[src/rtl/core/sha_pkg.sv]
// ----------------------------------------------------------------------------
// sha_pkg
// Shared codes and defaults of the segment hole allocator.
// ----------------------------------------------------------------------------
`default_nettype none

package sha_pkg;

    localparam int DEF_MAX_HOLES = 64;
    localparam int DEF_ADDR_BITS = 16;

    // configuration register widths and reset values
    localparam int MEM_SIZE_W = 17;
    localparam int POLICY_W   = 2;
    localparam int CFG_DATA_W = 17;
    localparam logic [MEM_SIZE_W-1:0] RST_MEM_SIZE = 17'd4096;

    typedef enum logic {
        CFG_MEM_SIZE = 1'b0,
        CFG_POLICY   = 1'b1
    } t_cfg_idx;

    typedef enum logic [1:0] {
        OP_ALLOC   = 2'd0,
        OP_RELEASE = 2'd1,
        OP_INIT    = 2'd2,
        OP_NOP     = 2'd3
    } t_op;

    typedef enum logic [1:0] {
        ST_OK      = 2'd0,
        ST_COMPACT = 2'd1,
        ST_OOM     = 2'd2,
        ST_FULL    = 2'd3
    } t_status;

    typedef enum logic [1:0] {
        POL_BEST  = 2'd0,
        POL_WORST = 2'd1,
        POL_FIRST = 2'd2,
        POL_ALT   = 2'd3
    } t_policy;

    typedef enum logic [1:0] {
        S_IDLE,
        S_SCAN,
        S_UPD,
        S_DONE
    } t_state;

endpackage

`default_nettype wire

[src/rtl/core/segment_hole_allocator.sv]
// ----------------------------------------------------------------------------
// segment_hole_allocator
// Free-hole table with best, worst and first fit allocation and merging
// release.
// ----------------------------------------------------------------------------
// Operation: an allocate or release of a nonzero, in-range request reads every
//   table entry in turn (one table read per cycle, set by the single read port
//   of the hole memory), then updates the table and loads the result; init,
//   no-op and trivial requests go straight to loading the result.
// Throughput: one request at a time; the next request is taken once the
//   previous result has been loaded into the output register.
// Reset: synchronous, active low; the table holds one hole covering the
//   default memory size, with no clearing pass.
`default_nettype none

module segment_hole_allocator
    import sha_pkg::*;
#(
    parameter int MAX_HOLES = DEF_MAX_HOLES,
    parameter int ADDR_BITS = DEF_ADDR_BITS
) (
    input  wire                                      i_clk,
    input  wire                                      i_rst_n,
    // configuration write port
    input  wire                                      i_cfg_we,
    input  wire                                      i_cfg_idx,
    input  wire  [CFG_DATA_W-1:0]                    i_cfg_data,
    // request stream
    input  wire                                      s_axis_tvalid,
    output logic                                     s_axis_tready,
    // tdata: operation, region_base, region_size (from bit 0 up), zero pad
    input  wire  [((2*ADDR_BITS+3+7)/8)*8-1:0]       s_axis_tdata,
    // result stream
    output logic                                     m_axis_tvalid,
    input  wire                                      m_axis_tready,
    // tdata: status, alloc_base, free_total (from bit 0 up), zero pad
    output logic [((2*ADDR_BITS+3+7)/8)*8-1:0]       m_axis_tdata
);

    localparam int A   = ADDR_BITS;
    localparam int IB  = $clog2(MAX_HOLES);
    localparam int DW  = ((2*ADDR_BITS+3+7)/8)*8;
    localparam int MSW = (A + 1 > MEM_SIZE_W) ? A + 1 : MEM_SIZE_W;
    localparam longint unsigned LIM_L = 64'd1 << A;
    localparam longint unsigned DEF_L = 64'(RST_MEM_SIZE);
    localparam logic [A:0]   DFLT_LEN = (A+1)'((DEF_L > LIM_L) ? LIM_L : DEF_L);
    localparam logic [A+1:0] LIM_E    = (A+2)'(LIM_L);
    localparam logic [IB-1:0] LAST_IDX = IB'(MAX_HOLES - 1);

    typedef struct packed {
        logic [A:0]   hend;
        logic [A-1:0] hstart;
    } t_hole;

    // ---------------------------------------------------------------------
    // Configuration registers
    // ---------------------------------------------------------------------
    logic [MEM_SIZE_W-1:0] r_mem_size;
    logic [POLICY_W-1:0]   r_policy;

    always_ff @(posedge i_clk) begin
        if (!i_rst_n) begin
            r_mem_size <= RST_MEM_SIZE;
            r_policy   <= POL_BEST;
        end else if (i_cfg_we) begin
            case (t_cfg_idx'(i_cfg_idx))
                CFG_MEM_SIZE: r_mem_size <= i_cfg_data[MEM_SIZE_W-1:0];
                CFG_POLICY:   r_policy   <= i_cfg_data[POLICY_W-1:0];
                default:      ;
            endcase
        end
    end

    // ---------------------------------------------------------------------
    // Request fields
    // ---------------------------------------------------------------------
    logic [1:0]   in_op;
    logic [A-1:0] in_base;
    logic [A:0]   in_size;
    logic [A+1:0] in_end;
    logic         in_acc;

    assign in_op   = s_axis_tdata[1:0];
    assign in_base = s_axis_tdata[A+1:2];
    assign in_size = s_axis_tdata[2*A+2:A+2];
    assign in_end  = {2'b00, in_base} + {1'b0, in_size};
    assign in_acc  = s_axis_tvalid && s_axis_tready;

    // init length: memory size clamped to the address space
    logic [MSW-1:0] ms_ext;
    logic [MSW-1:0] ms_lim;
    logic [A:0]     init_len;

    assign ms_ext   = MSW'(r_mem_size);
    assign ms_lim   = MSW'(LIM_L);
    assign init_len = (ms_ext > ms_lim) ? (A+1)'(ms_lim) : (A+1)'(ms_ext);

    // ---------------------------------------------------------------------
    // Hole memory: one write and one registered read per cycle
    // ---------------------------------------------------------------------
    t_hole          mem [MAX_HOLES];
    t_hole          r_rd_data;
    logic [IB-1:0]  rd_addr;
    logic           wr_en;
    logic [IB-1:0]  wr_addr;
    t_hole          wr_data;

    always_ff @(posedge i_clk) begin
        if (wr_en) begin
            mem[wr_addr] <= wr_data;
        end
        r_rd_data <= mem[rd_addr];
    end

    // ---------------------------------------------------------------------
    // Sequencer state
    // ---------------------------------------------------------------------
    t_state          r_state, n_state;
    logic [MAX_HOLES-1:0] r_valid, n_valid;
    logic            r_dflt, n_dflt;     // entry 0 still holds its reset hole
    logic [A:0]      r_free, n_free;

    logic [1:0]      r_op, n_op;
    logic [A-1:0]    r_base, n_base;
    logic [A:0]      r_size, n_size;
    logic [A+1:0]    r_rend, n_rend;

    logic [IB-1:0]   r_idx, n_idx;
    logic            r_issued, n_issued;
    logic            r_pv, n_pv;
    logic [IB-1:0]   r_pidx, n_pidx;

    // allocate pick
    logic            r_pk_vld, n_pk_vld;
    logic [IB-1:0]   r_pk_idx, n_pk_idx;
    logic [A-1:0]    r_pk_start, n_pk_start;
    logic [A:0]      r_pk_end, n_pk_end;
    logic [A:0]      r_pk_len, n_pk_len;

    // release neighbours and free slot
    logic            r_abort, n_abort;
    logic            r_lf_vld, n_lf_vld;
    logic [IB-1:0]   r_lf_idx, n_lf_idx;
    logic [A-1:0]    r_lf_start, n_lf_start;
    logic            r_rt_vld, n_rt_vld;
    logic [IB-1:0]   r_rt_idx, n_rt_idx;
    logic [A:0]      r_rt_end, n_rt_end;
    logic            r_fs_vld, n_fs_vld;
    logic [IB-1:0]   r_fs_idx, n_fs_idx;

    // result
    logic [1:0]      r_status, n_status;
    logic [A-1:0]    r_grant, n_grant;
    logic            r_out_vld, n_out_vld;
    logic [1:0]      r_o_status, n_o_status;
    logic [A-1:0]    r_o_base, n_o_base;
    logic [A:0]      r_o_free, n_o_free;

    // entry under evaluation
    t_hole           cur;
    logic            cur_v;
    logic [A:0]      cur_len;
    logic            better;

    assign rd_addr = r_idx;
    assign cur     = (r_dflt && r_pidx == '0) ? t_hole'{hend: DFLT_LEN, hstart: '0}
                                              : r_rd_data;
    assign cur_v   = r_valid[r_pidx];
    assign cur_len = cur.hend - {1'b0, cur.hstart};

    always_comb begin
        case (t_policy'(r_policy))
            POL_BEST:  better = cur_len < r_pk_len ||
                                (cur_len == r_pk_len && cur.hstart < r_pk_start);
            POL_WORST: better = cur_len > r_pk_len ||
                                (cur_len == r_pk_len && cur.hstart < r_pk_start);
            default:   better = cur.hstart < r_pk_start;
        endcase
    end

    always_comb begin
        n_state    = r_state;
        n_valid    = r_valid;
        n_dflt     = r_dflt;
        n_free     = r_free;
        n_op       = r_op;
        n_base     = r_base;
        n_size     = r_size;
        n_rend     = r_rend;
        n_idx      = r_idx;
        n_issued   = r_issued;
        n_pv       = 1'b0;
        n_pidx     = r_pidx;
        n_pk_vld   = r_pk_vld;
        n_pk_idx   = r_pk_idx;
        n_pk_start = r_pk_start;
        n_pk_end   = r_pk_end;
        n_pk_len   = r_pk_len;
        n_abort    = r_abort;
        n_lf_vld   = r_lf_vld;
        n_lf_idx   = r_lf_idx;
        n_lf_start = r_lf_start;
        n_rt_vld   = r_rt_vld;
        n_rt_idx   = r_rt_idx;
        n_rt_end   = r_rt_end;
        n_fs_vld   = r_fs_vld;
        n_fs_idx   = r_fs_idx;
        n_status   = r_status;
        n_grant    = r_grant;
        n_out_vld  = r_out_vld && !m_axis_tready;
        n_o_status = r_o_status;
        n_o_base   = r_o_base;
        n_o_free   = r_o_free;
        wr_en      = 1'b0;
        wr_addr    = '0;
        wr_data    = '0;
        s_axis_tready = (r_state == S_IDLE);

        case (r_state)
            S_IDLE: begin
                if (in_acc) begin
                    n_op       = in_op;
                    n_base     = in_base;
                    n_size     = in_size;
                    n_rend     = in_end;
                    n_status   = ST_OK;
                    n_grant    = '0;
                    n_idx      = '0;
                    n_issued   = 1'b0;
                    n_pk_vld   = 1'b0;
                    n_abort    = 1'b0;
                    n_lf_vld   = 1'b0;
                    n_rt_vld   = 1'b0;
                    n_fs_vld   = 1'b0;
                    n_state    = S_DONE;
                    case (t_op'(in_op))
                        OP_ALLOC: begin
                            if (in_size != '0) n_state = S_SCAN;
                        end
                        OP_RELEASE: begin
                            if (in_size != '0 && in_end <= LIM_E) n_state = S_SCAN;
                        end
                        OP_INIT: begin
                            // drop every hole, lay one over the whole memory
                            n_valid    = '0;
                            n_valid[0] = (init_len != '0);
                            n_dflt     = 1'b0;
                            n_free     = init_len;
                            wr_en      = 1'b1;
                            wr_addr    = '0;
                            wr_data    = t_hole'{hend: init_len, hstart: '0};
                        end
                        default: ;
                    endcase
                end
            end

            S_SCAN: begin
                // issue one read a cycle, evaluate the entry read last cycle
                if (!r_issued) begin
                    n_pv   = 1'b1;
                    n_pidx = r_idx;
                    if (r_idx == LAST_IDX) begin
                        n_issued = 1'b1;
                    end else begin
                        n_idx = r_idx + 1'b1;
                    end
                end
                if (r_pv) begin
                    if (r_op == OP_ALLOC) begin
                        if (cur_v && cur_len >= r_size && (!r_pk_vld || better)) begin
                            n_pk_vld   = 1'b1;
                            n_pk_idx   = r_pidx;
                            n_pk_start = cur.hstart;
                            n_pk_end   = cur.hend;
                            n_pk_len   = cur_len;
                        end
                    end else if (!cur_v) begin
                        if (!r_fs_vld) begin
                            n_fs_vld = 1'b1;
                            n_fs_idx = r_pidx;
                        end
                    end else begin
                        if ({2'b00, cur.hstart} < r_rend && {1'b0, r_base} < cur.hend) begin
                            n_abort = 1'b1;
                        end
                        if (cur.hend == {1'b0, r_base}) begin
                            n_lf_vld   = 1'b1;
                            n_lf_idx   = r_pidx;
                            n_lf_start = cur.hstart;
                        end
                        if ({2'b00, cur.hstart} == r_rend) begin
                            n_rt_vld = 1'b1;
                            n_rt_idx = r_pidx;
                            n_rt_end = cur.hend;
                        end
                    end
                    if (r_pidx == LAST_IDX) n_state = S_UPD;
                end
            end

            S_UPD: begin
                n_state = S_DONE;
                wr_en   = 1'b1;
                if (r_op == OP_ALLOC) begin
                    if (r_pk_vld) begin
                        // cut from the front, drop the hole once empty
                        wr_addr  = r_pk_idx;
                        wr_data  = t_hole'{hend: r_pk_end,
                                           hstart: r_pk_start + r_size[A-1:0]};
                        if (r_pk_len == r_size) n_valid[r_pk_idx] = 1'b0;
                        n_grant  = r_pk_start;
                        n_free   = r_free - r_size;
                    end else begin
                        wr_en    = 1'b0;
                        n_status = (r_free >= r_size) ? ST_COMPACT : ST_OOM;
                    end
                end else if (r_abort) begin
                    wr_en = 1'b0;
                end else if (r_lf_vld && r_rt_vld) begin
                    wr_addr  = r_lf_idx;
                    wr_data  = t_hole'{hend: r_rt_end, hstart: r_lf_start};
                    n_valid[r_rt_idx] = 1'b0;
                    n_free   = r_free + r_size;
                end else if (r_lf_vld) begin
                    wr_addr  = r_lf_idx;
                    wr_data  = t_hole'{hend: r_rend[A:0], hstart: r_lf_start};
                    n_free   = r_free + r_size;
                end else if (r_rt_vld) begin
                    wr_addr  = r_rt_idx;
                    wr_data  = t_hole'{hend: r_rt_end, hstart: r_base};
                    n_free   = r_free + r_size;
                end else if (r_fs_vld) begin
                    wr_addr  = r_fs_idx;
                    wr_data  = t_hole'{hend: r_rend[A:0], hstart: r_base};
                    n_valid[r_fs_idx] = 1'b1;
                    n_free   = r_free + r_size;
                end else begin
                    wr_en    = 1'b0;
                    n_status = ST_FULL;
                end
                if (wr_en && wr_addr == '0) n_dflt = 1'b0;
            end

            S_DONE: begin
                // hold until the output register is free
                if (!r_out_vld || m_axis_tready) begin
                    n_out_vld  = 1'b1;
                    n_o_status = r_status;
                    n_o_base   = r_grant;
                    n_o_free   = r_free;
                    n_state    = S_IDLE;
                end
            end

            default: n_state = S_IDLE;
        endcase
    end

    always_ff @(posedge i_clk) begin
        if (!i_rst_n) begin
            r_state    <= S_IDLE;
            r_valid    <= MAX_HOLES'(1);
            r_dflt     <= 1'b1;
            r_free     <= DFLT_LEN;
            r_out_vld  <= 1'b0;
            r_pv       <= 1'b0;
            r_issued   <= 1'b0;
            r_idx      <= '0;
        end else begin
            r_state    <= n_state;
            r_valid    <= n_valid;
            r_dflt     <= n_dflt;
            r_free     <= n_free;
            r_out_vld  <= n_out_vld;
            r_pv       <= n_pv;
            r_issued   <= n_issued;
            r_idx      <= n_idx;
        end
    end

    always_ff @(posedge i_clk) begin
        r_op       <= n_op;
        r_base     <= n_base;
        r_size     <= n_size;
        r_rend     <= n_rend;
        r_pidx     <= n_pidx;
        r_pk_vld   <= n_pk_vld;
        r_pk_idx   <= n_pk_idx;
        r_pk_start <= n_pk_start;
        r_pk_end   <= n_pk_end;
        r_pk_len   <= n_pk_len;
        r_abort    <= n_abort;
        r_lf_vld   <= n_lf_vld;
        r_lf_idx   <= n_lf_idx;
        r_lf_start <= n_lf_start;
        r_rt_vld   <= n_rt_vld;
        r_rt_idx   <= n_rt_idx;
        r_rt_end   <= n_rt_end;
        r_fs_vld   <= n_fs_vld;
        r_fs_idx   <= n_fs_idx;
        r_status   <= n_status;
        r_grant    <= n_grant;
        r_o_status <= n_o_status;
        r_o_base   <= n_o_base;
        r_o_free   <= n_o_free;
    end

    assign m_axis_tvalid = r_out_vld;
    assign m_axis_tdata  = DW'({r_o_free, r_o_base, r_o_status});

endmodule

`default_nettype wire

[config.mk]
export PLATFORM = sky130hd
export DESIGN_NAME = segment_hole_allocator
export DESIGN_NICKNAME = d
export VERILOG_FILES = /design/src/rtl/core/sha_pkg.sv /design/src/rtl/core/segment_hole_allocator.sv
export SDC_FILE = /design/constraint.sdc
export NUM_CORES = 2
export LEC_CHECK = 0
export ABC_CLOCK_PERIOD_IN_PS = 13300
export BUFFER_PORTS_ARGS = -buffer_cell sky130_fd_sc_hd__buf_2
export CAP_MARGIN = 15
export CORE_MARGIN = 4
export CORE_UTILIZATION = 40
export CTS_BUF_LIST = sky130_fd_sc_hd__clkbuf_8 sky130_fd_sc_hd__clkbuf_16
export CTS_CLUSTER_DIAMETER = 120
export DETAILED_ROUTE_END_ITERATION = 16
export PLACE_DENSITY_LB_ADDON = 0.3
export SKIP_LAST_GASP = 1
export SLEW_MARGIN = 25
export SYNTH_ARGS = -nofsm -noshare
export SYNTH_HDL_FRONTEND = slang
export SYNTH_SLANG_ARGS = --single-unit
[constraint.sdc]
create_clock -name i_clk -period 13.3 [get_ports i_clk]
set_clock_uncertainty 0.15 [all_clocks]
set_input_delay 2.66 -clock i_clk [delete_from_list [all_inputs] [get_ports i_clk]]
set_output_delay 2.66 -clock i_clk [all_outputs]
set_load 0.01 [all_outputs]
Word level (Yosys, flattened, before mapping)
Memory sizes are Yosys's and may differ from the RTL's. A register that Yosys moved wholly into a read port is not among the register bits.
Index checks and enable logic that the tools add are counted.
Widths: inputs -> output; s select.
Word-level totals
  register bits after elaboration: 336
  bits in latches: 0
  memory bits (writable): 2112
  ROM bits: 0
  bits of input ports: 63
  output and inout port bits: 42
  word-level logic and storage cells: 286
  memories kept: 1
Cells by class
  add/sub/neg operators: 6
  multiply operators: 0
  divide/modulo/power cells: 0
  order comparisons: 16
  equal/unequal tests: 42
  shift operators: 0
  mux-type cells: 124
  bitwise operators: 10
  reduce and logical (&&, ||, !) cells: 53
Memories
  mem: depth 64, bits a word 33, read ports 1, clocked after memory_dff 1, wr ports 1, RTL line segment_hole_allocator.sv:101  | t_hole mem [MAX_HOLES];
Operators by type and width (number)
  $mux 64: 10
  $mux 33: 10
  $mux 17: 10
  $and 64x64->64: 2
  $not 64->64: 2
  $pmux 64 s2: 1
  $mux 6: 12
  $pmux 33 s2: 1
  $or 64x64->64: 1
  $mux 16: 3
  $mux 1: 43
  $eq 17x17->1: 2
  $ge 17x17->1: 2
  $pmux 17 s2: 1
  $reduce_bool 17->1: 2
  $ne 2x2->1 const B: 16
  $pmux 16 s2: 1
  $mux 2: 15
  $lt 6x7->1 const B: 4
  $reduce_and 5->1: 5
  $ne 3x3->1 const B: 8
  $reduce_and 6->1: 4
  $reduce_and 4->1: 5
  $add 16x17->18: 1
  other kinds (37): 90

Logic depth before layout (Yosys ltp)
  word-level depth: 14
  mapped depth: 24

Worst setup path before layout
Ideal clock, no wire load.
  path type: flip-flop to flip-flop
  from: register r_pidx[2]
  to: register r_pk_end[0], enable pin
  arrival time: 10.202 ns
  slack: 2.339 ns
  stages on the path, launching flop included: 23
  path buffers: 2
  clock period less this slack: 10.961 ns
  path through: edfxtp_1 > buf_4 > nor4_1 > nand3_2 > clkbuf_1 > nand2_1 > inv_1 > ha_1 > nor2b_1 > o21ai_0 > a21oi_1 > o41a_1 > o41ai_1 > o21ai_0 > o311ai_1 > ha_1 > nand4_1 > nor2_1 > a31oi_1 > or3_1 > a211oi_1 > nor4b_1 > nor4_1
RTL lines
  start: declaration: RTL line segment_hole_allocator.sv:131  | logic [IB-1:0] r_pidx, n_pidx;
  start signal: assignment: RTL line segment_hole_allocator.sv:387  | r_pidx <= n_pidx;
  end signal: assignment: RTL line segment_hole_allocator.sv:391  | r_pk_end <= n_pk_end;
  end: declaration: RTL line segment_hole_allocator.sv:137  | logic [A:0] r_pk_end, n_pk_end;

==> results.md <==
* Setup crit start kind: flop
* Synth cell count leaders: edfxtp_1, mux4_2, nor2_1, nand2_1, clkbuf_1
* Synth Register Bits at 2481
* Drt first pass iters at 7
* Cts hold-fix bufs at 0
* Dpl hpwl at 162100 um
* Crit Path Max Fanout at 45
* Post-CTS sizing at 0
* Slew headroom at 26.55%
* Post-synth top area share at 69.08%
* Syn Area/Cell at 19.29 sq um
* Worst EP arrival at 8660 ps
* IO Pins at 105
* Vert. Die Dim at 511.9 um
* Routability cong. at 0.8931
* Reg2reg start: r_pidx[2]$_DFFE_PP_
* CTS clock-pin slew for the worst setup and hold paths at 60 ps
* Post-synth top area cell: edfxtp_1
* Final antenna-violating net count at 0
* Unique masters post-synth at 87
* Row Count at 184
* Power share of the combinational group at 20.2%
* Net count, final at 5729
* Power density cells at 174.3 mW/mm^2
* Clock share of power at 33.4%
* Lkg Pwr at 36.50 nW
* Critical path cell sequence: nor4_1, nand3_2, nand2_1, inv_1, ha_1, nor2b_1, o21ai_0, a21oi_1, o41a_1, o41ai_1, o21ai_0, o311ai_1, ha_1, nand4_1, nor2_1, a31oi_1, or3_1, a211oi_1, nor4b_1, nor4_2, buf_4
* Pins Over Slew Limit at 0
* Layout cells sized above 1 at 25.14%
* Pin count of the biggest net entering global routing at 100
* RR Endpoint: r_pk_end[8]$_DFFE_PP_
* Final hold violations at 0
* CTS Buf Count at 238
* Vias in the first global route at 52530
* Post-synthesis async set-or-reset flop share at 0%
* Fin util at 45.56%
* Grt ovf at 0
* Setup TNS at 0 ps
* Final wirelength at 278100 um
* Post-synthesis cell count at 5263
* Die ar. at 0.2620 sq mm
* Net switching fraction of the power at 28.33%
* Sequential share of power at 46.4%
* Worst skew pair latency at 890 ps
* Starting density of the core at 40.28%
* FILL cells at 21170
* Final setup vio count at 0
* Core ar. at 0.2521 sq mm
* Max stage delay on crit path at 670 ps
* Required @ worst endpoint at 13630 ps
* First-pass GRT wire length at 395100 um
* R2R Setup Slk at 4970 ps
* Multi-input gate area at 0.02757 sq mm
* DR iter-0 viols at 6555
* Worst vdd ir at 0.0001173 V
* CTS max path bufs at 3
* Setup bufs post-CTS at 0
* CP endpoint kind: flop
* Worst slew pin tran at 1102 ps
* Port bufs at 94
* Number of max-cap violations at 0
* Post-synth EDFFs at 2336
* Global Route Usage Sum at 20.96%
* Unrepaired setup endpoints after global routing: no
* Initial antenna violation count at 21
* Sw power at 5.673 mW
* H-Tree Depth at 4
* Synth warn at 0
* Die W at 511.9 um
* Reg2Reg Depth at 21
* DRC Markers at 0
* Outcome: completed
* Synth-to-Final Area Change at 13.11%
* Most common cell in the netlist: edfxtp_1
* Tcrit/Tclk final at 62.62%
* Prevailing post-synth register cell: edfxtp_1
* Register area at 0.07307 sq mm
* Vias/cell at 5.897
* Mapped cell area at 0.1015 sq mm
* # clock sinks at 2481
* Hold path start: r_grant[13]$_SDFFCE_PN0P_
* WHS Endpoint: r_o_base[13]$_DFFE_PP_
* Sequential area share after synthesis at 71.94%
* Worst Setup Path Type: reg2reg
* Vias at 53390
* Wire length per cell at 30.72 um
* Cells on Worst Hold Path at 0
* Fmax achieved at 0.1201 GHz
* Tmin final at 8329 ps
* Hold crit path type: reg2reg
* CTS tree: yes
* Slowest cell on the critical path: o41ai_1
* Pint at 14.35 mW
* Top post-synthesis cells by area: edfxtp_1, mux4_2, dfxtp_1
* Clock root buffer: clkbuf_16
[stage by stage]
| step | cells | power, mW | setup slack, ps | cell area, sq um | hold slack (ps) |
|---|---|---|---|---|---|
| CTS | 9045 | 20.15 | 4947 | 114800 | 270.8 |
| global route | 9046 | 20.81 | 4372 | 114800 | 280.8 |
| finish | 9053 | 20.03 | 4971 | 114900 | 269.0 |
| detailed placement | 8603 | 13.48 | 4980 | 107000 | 256.3 |
| global placement | 8603 | 13.42 | 4903 | 107000 | 256.4 |
| floorplan | 5267 | 11.98 | 2339 | 101600 | 250.3 |
[worst max path at each step]
stage / endpoint / startpoint / slack, ps
floorplan: r_pk_end[0]$_DFFE_PP_ / r_pidx[2]$_DFFE_PP_ / 2340
global placement: r_pk_start[10]$_DFFE_PP_ / r_pidx[2]$_DFFE_PP_ / 4900
finish: r_pk_end[8]$_DFFE_PP_ / r_pidx[2]$_DFFE_PP_ / 4970
detailed placement: r_pk_start[10]$_DFFE_PP_ / r_pidx[2]$_DFFE_PP_ / 4980
global route: r_pk_end[11]$_DFFE_PP_ / r_pidx[2]$_DFFE_PP_ / 4370
CTS: r_pk_end[12]$_DFFE_PP_ / r_pidx[2]$_DFFE_PP_ / 4950
[sequential cells by signal (all words and copies together), names as in the netlist, 17 cells and up]
name,flops
r_pk_len,17
r_o_free,17
r_rend,18
r_free,17
r_size,17
r_rt_end,17
r_valid,64
r_rd_data,33
r_pk_end,17
ms_ext,17
mem,2112
[per-layer routing]
metal	global-route usage [%]	part of all wire, %	vias up
li1	-	-	22080
met4	5.675	2.8	2
met2	33.64	48	2361
met3	3.449	8.1	382
met5	0	0.0047	-
met1	29.87	41	28560
[power by group through the flow]
| stage | combinational (mW) | clock (mW) | sequential (mW) |
|---|---|---|---|
| CTS | 4.05 | 6.81 | 9.28 |
| finish | 4.04 | 6.69 | 9.29 |
| floorplan | 2.62 | 0 | 9.36 |
| global route | 4.36 | 7.15 | 9.30 |
| global placement | 3.97 | 0 | 9.45 |
| detailed placement | 4.03 | 0 | 9.45 |
[cells in the final DEF, fill, tap and decap left out, drive strengths merged, types with 11 or more instances in the layout]
cell | synthesis | final
o22ai | 68 | 68
mux4 | 713 | 713
clkinv | 0 | 107
a21o | 36 | 36
a31oi | 25 | 25
dfxtp | 145 | 145
and2 | 22 | 22
nor2b | 30 | 30
a211oi | 18 | 18
ha | 166 | 166
o21bai | 11 | 11
edfxtp | 2336 | 2336
nor2 | 286 | 286
bufinv | 0 | 22
and3 | 16 | 16
nand2 | 224 | 224
nor3 | 33 | 33
or3 | 15 | 15
o21a | 16 | 16
a22oi | 33 | 33
inv | 150 | 203
nor4 | 18 | 18
xnor2 | 36 | 36
nand2b | 20 | 20
nand3 | 52 | 52
nand4 | 29 | 29
xor2 | 27 | 27
clkbuf | 168 | 249
a221o | 19 | 19
a21boi | 82 | 82
mux2i | 24 | 24
clkinvlp | 0 | 11
a21oi | 93 | 93
buf | 89 | 245
o21ai | 140 | 140
or2 | 11 | 11
[critical path: cells and delay by family (launching register included)]
| family | cells | cell delay, ps |
|---|---|---|
| compound gates | 8 | 2940 |
| simple gates | 9 | 2910 |
| fa+ha+maj | 2 | 500 |
| buf+inv | 2 | 710 |
| flops | 1 | 650 |
[area by class of cell]
type	count	area share, %
Sequential cell	2481	63.62
Multi-Input combinational cell	2379	24.00
Antenna cell	8	0.01743
Clock inverter	193	1.446
Inverter	150	0.4913
Tap cell	3348	3.647
Timing Repair Buffer	245	1.418
Clock buffer	249	5.356
[cells by family after synthesis]
kind of cell	synth area share, %
mux	16.13
simple gates	3.539
compound gates	4.061
xor+xnor	0.5434
flops	71.94
fa+ha+maj	2.144
other cells	0.003693
buf+inv	1.636
Note: power is estimated with default switching activity, not from simulation.
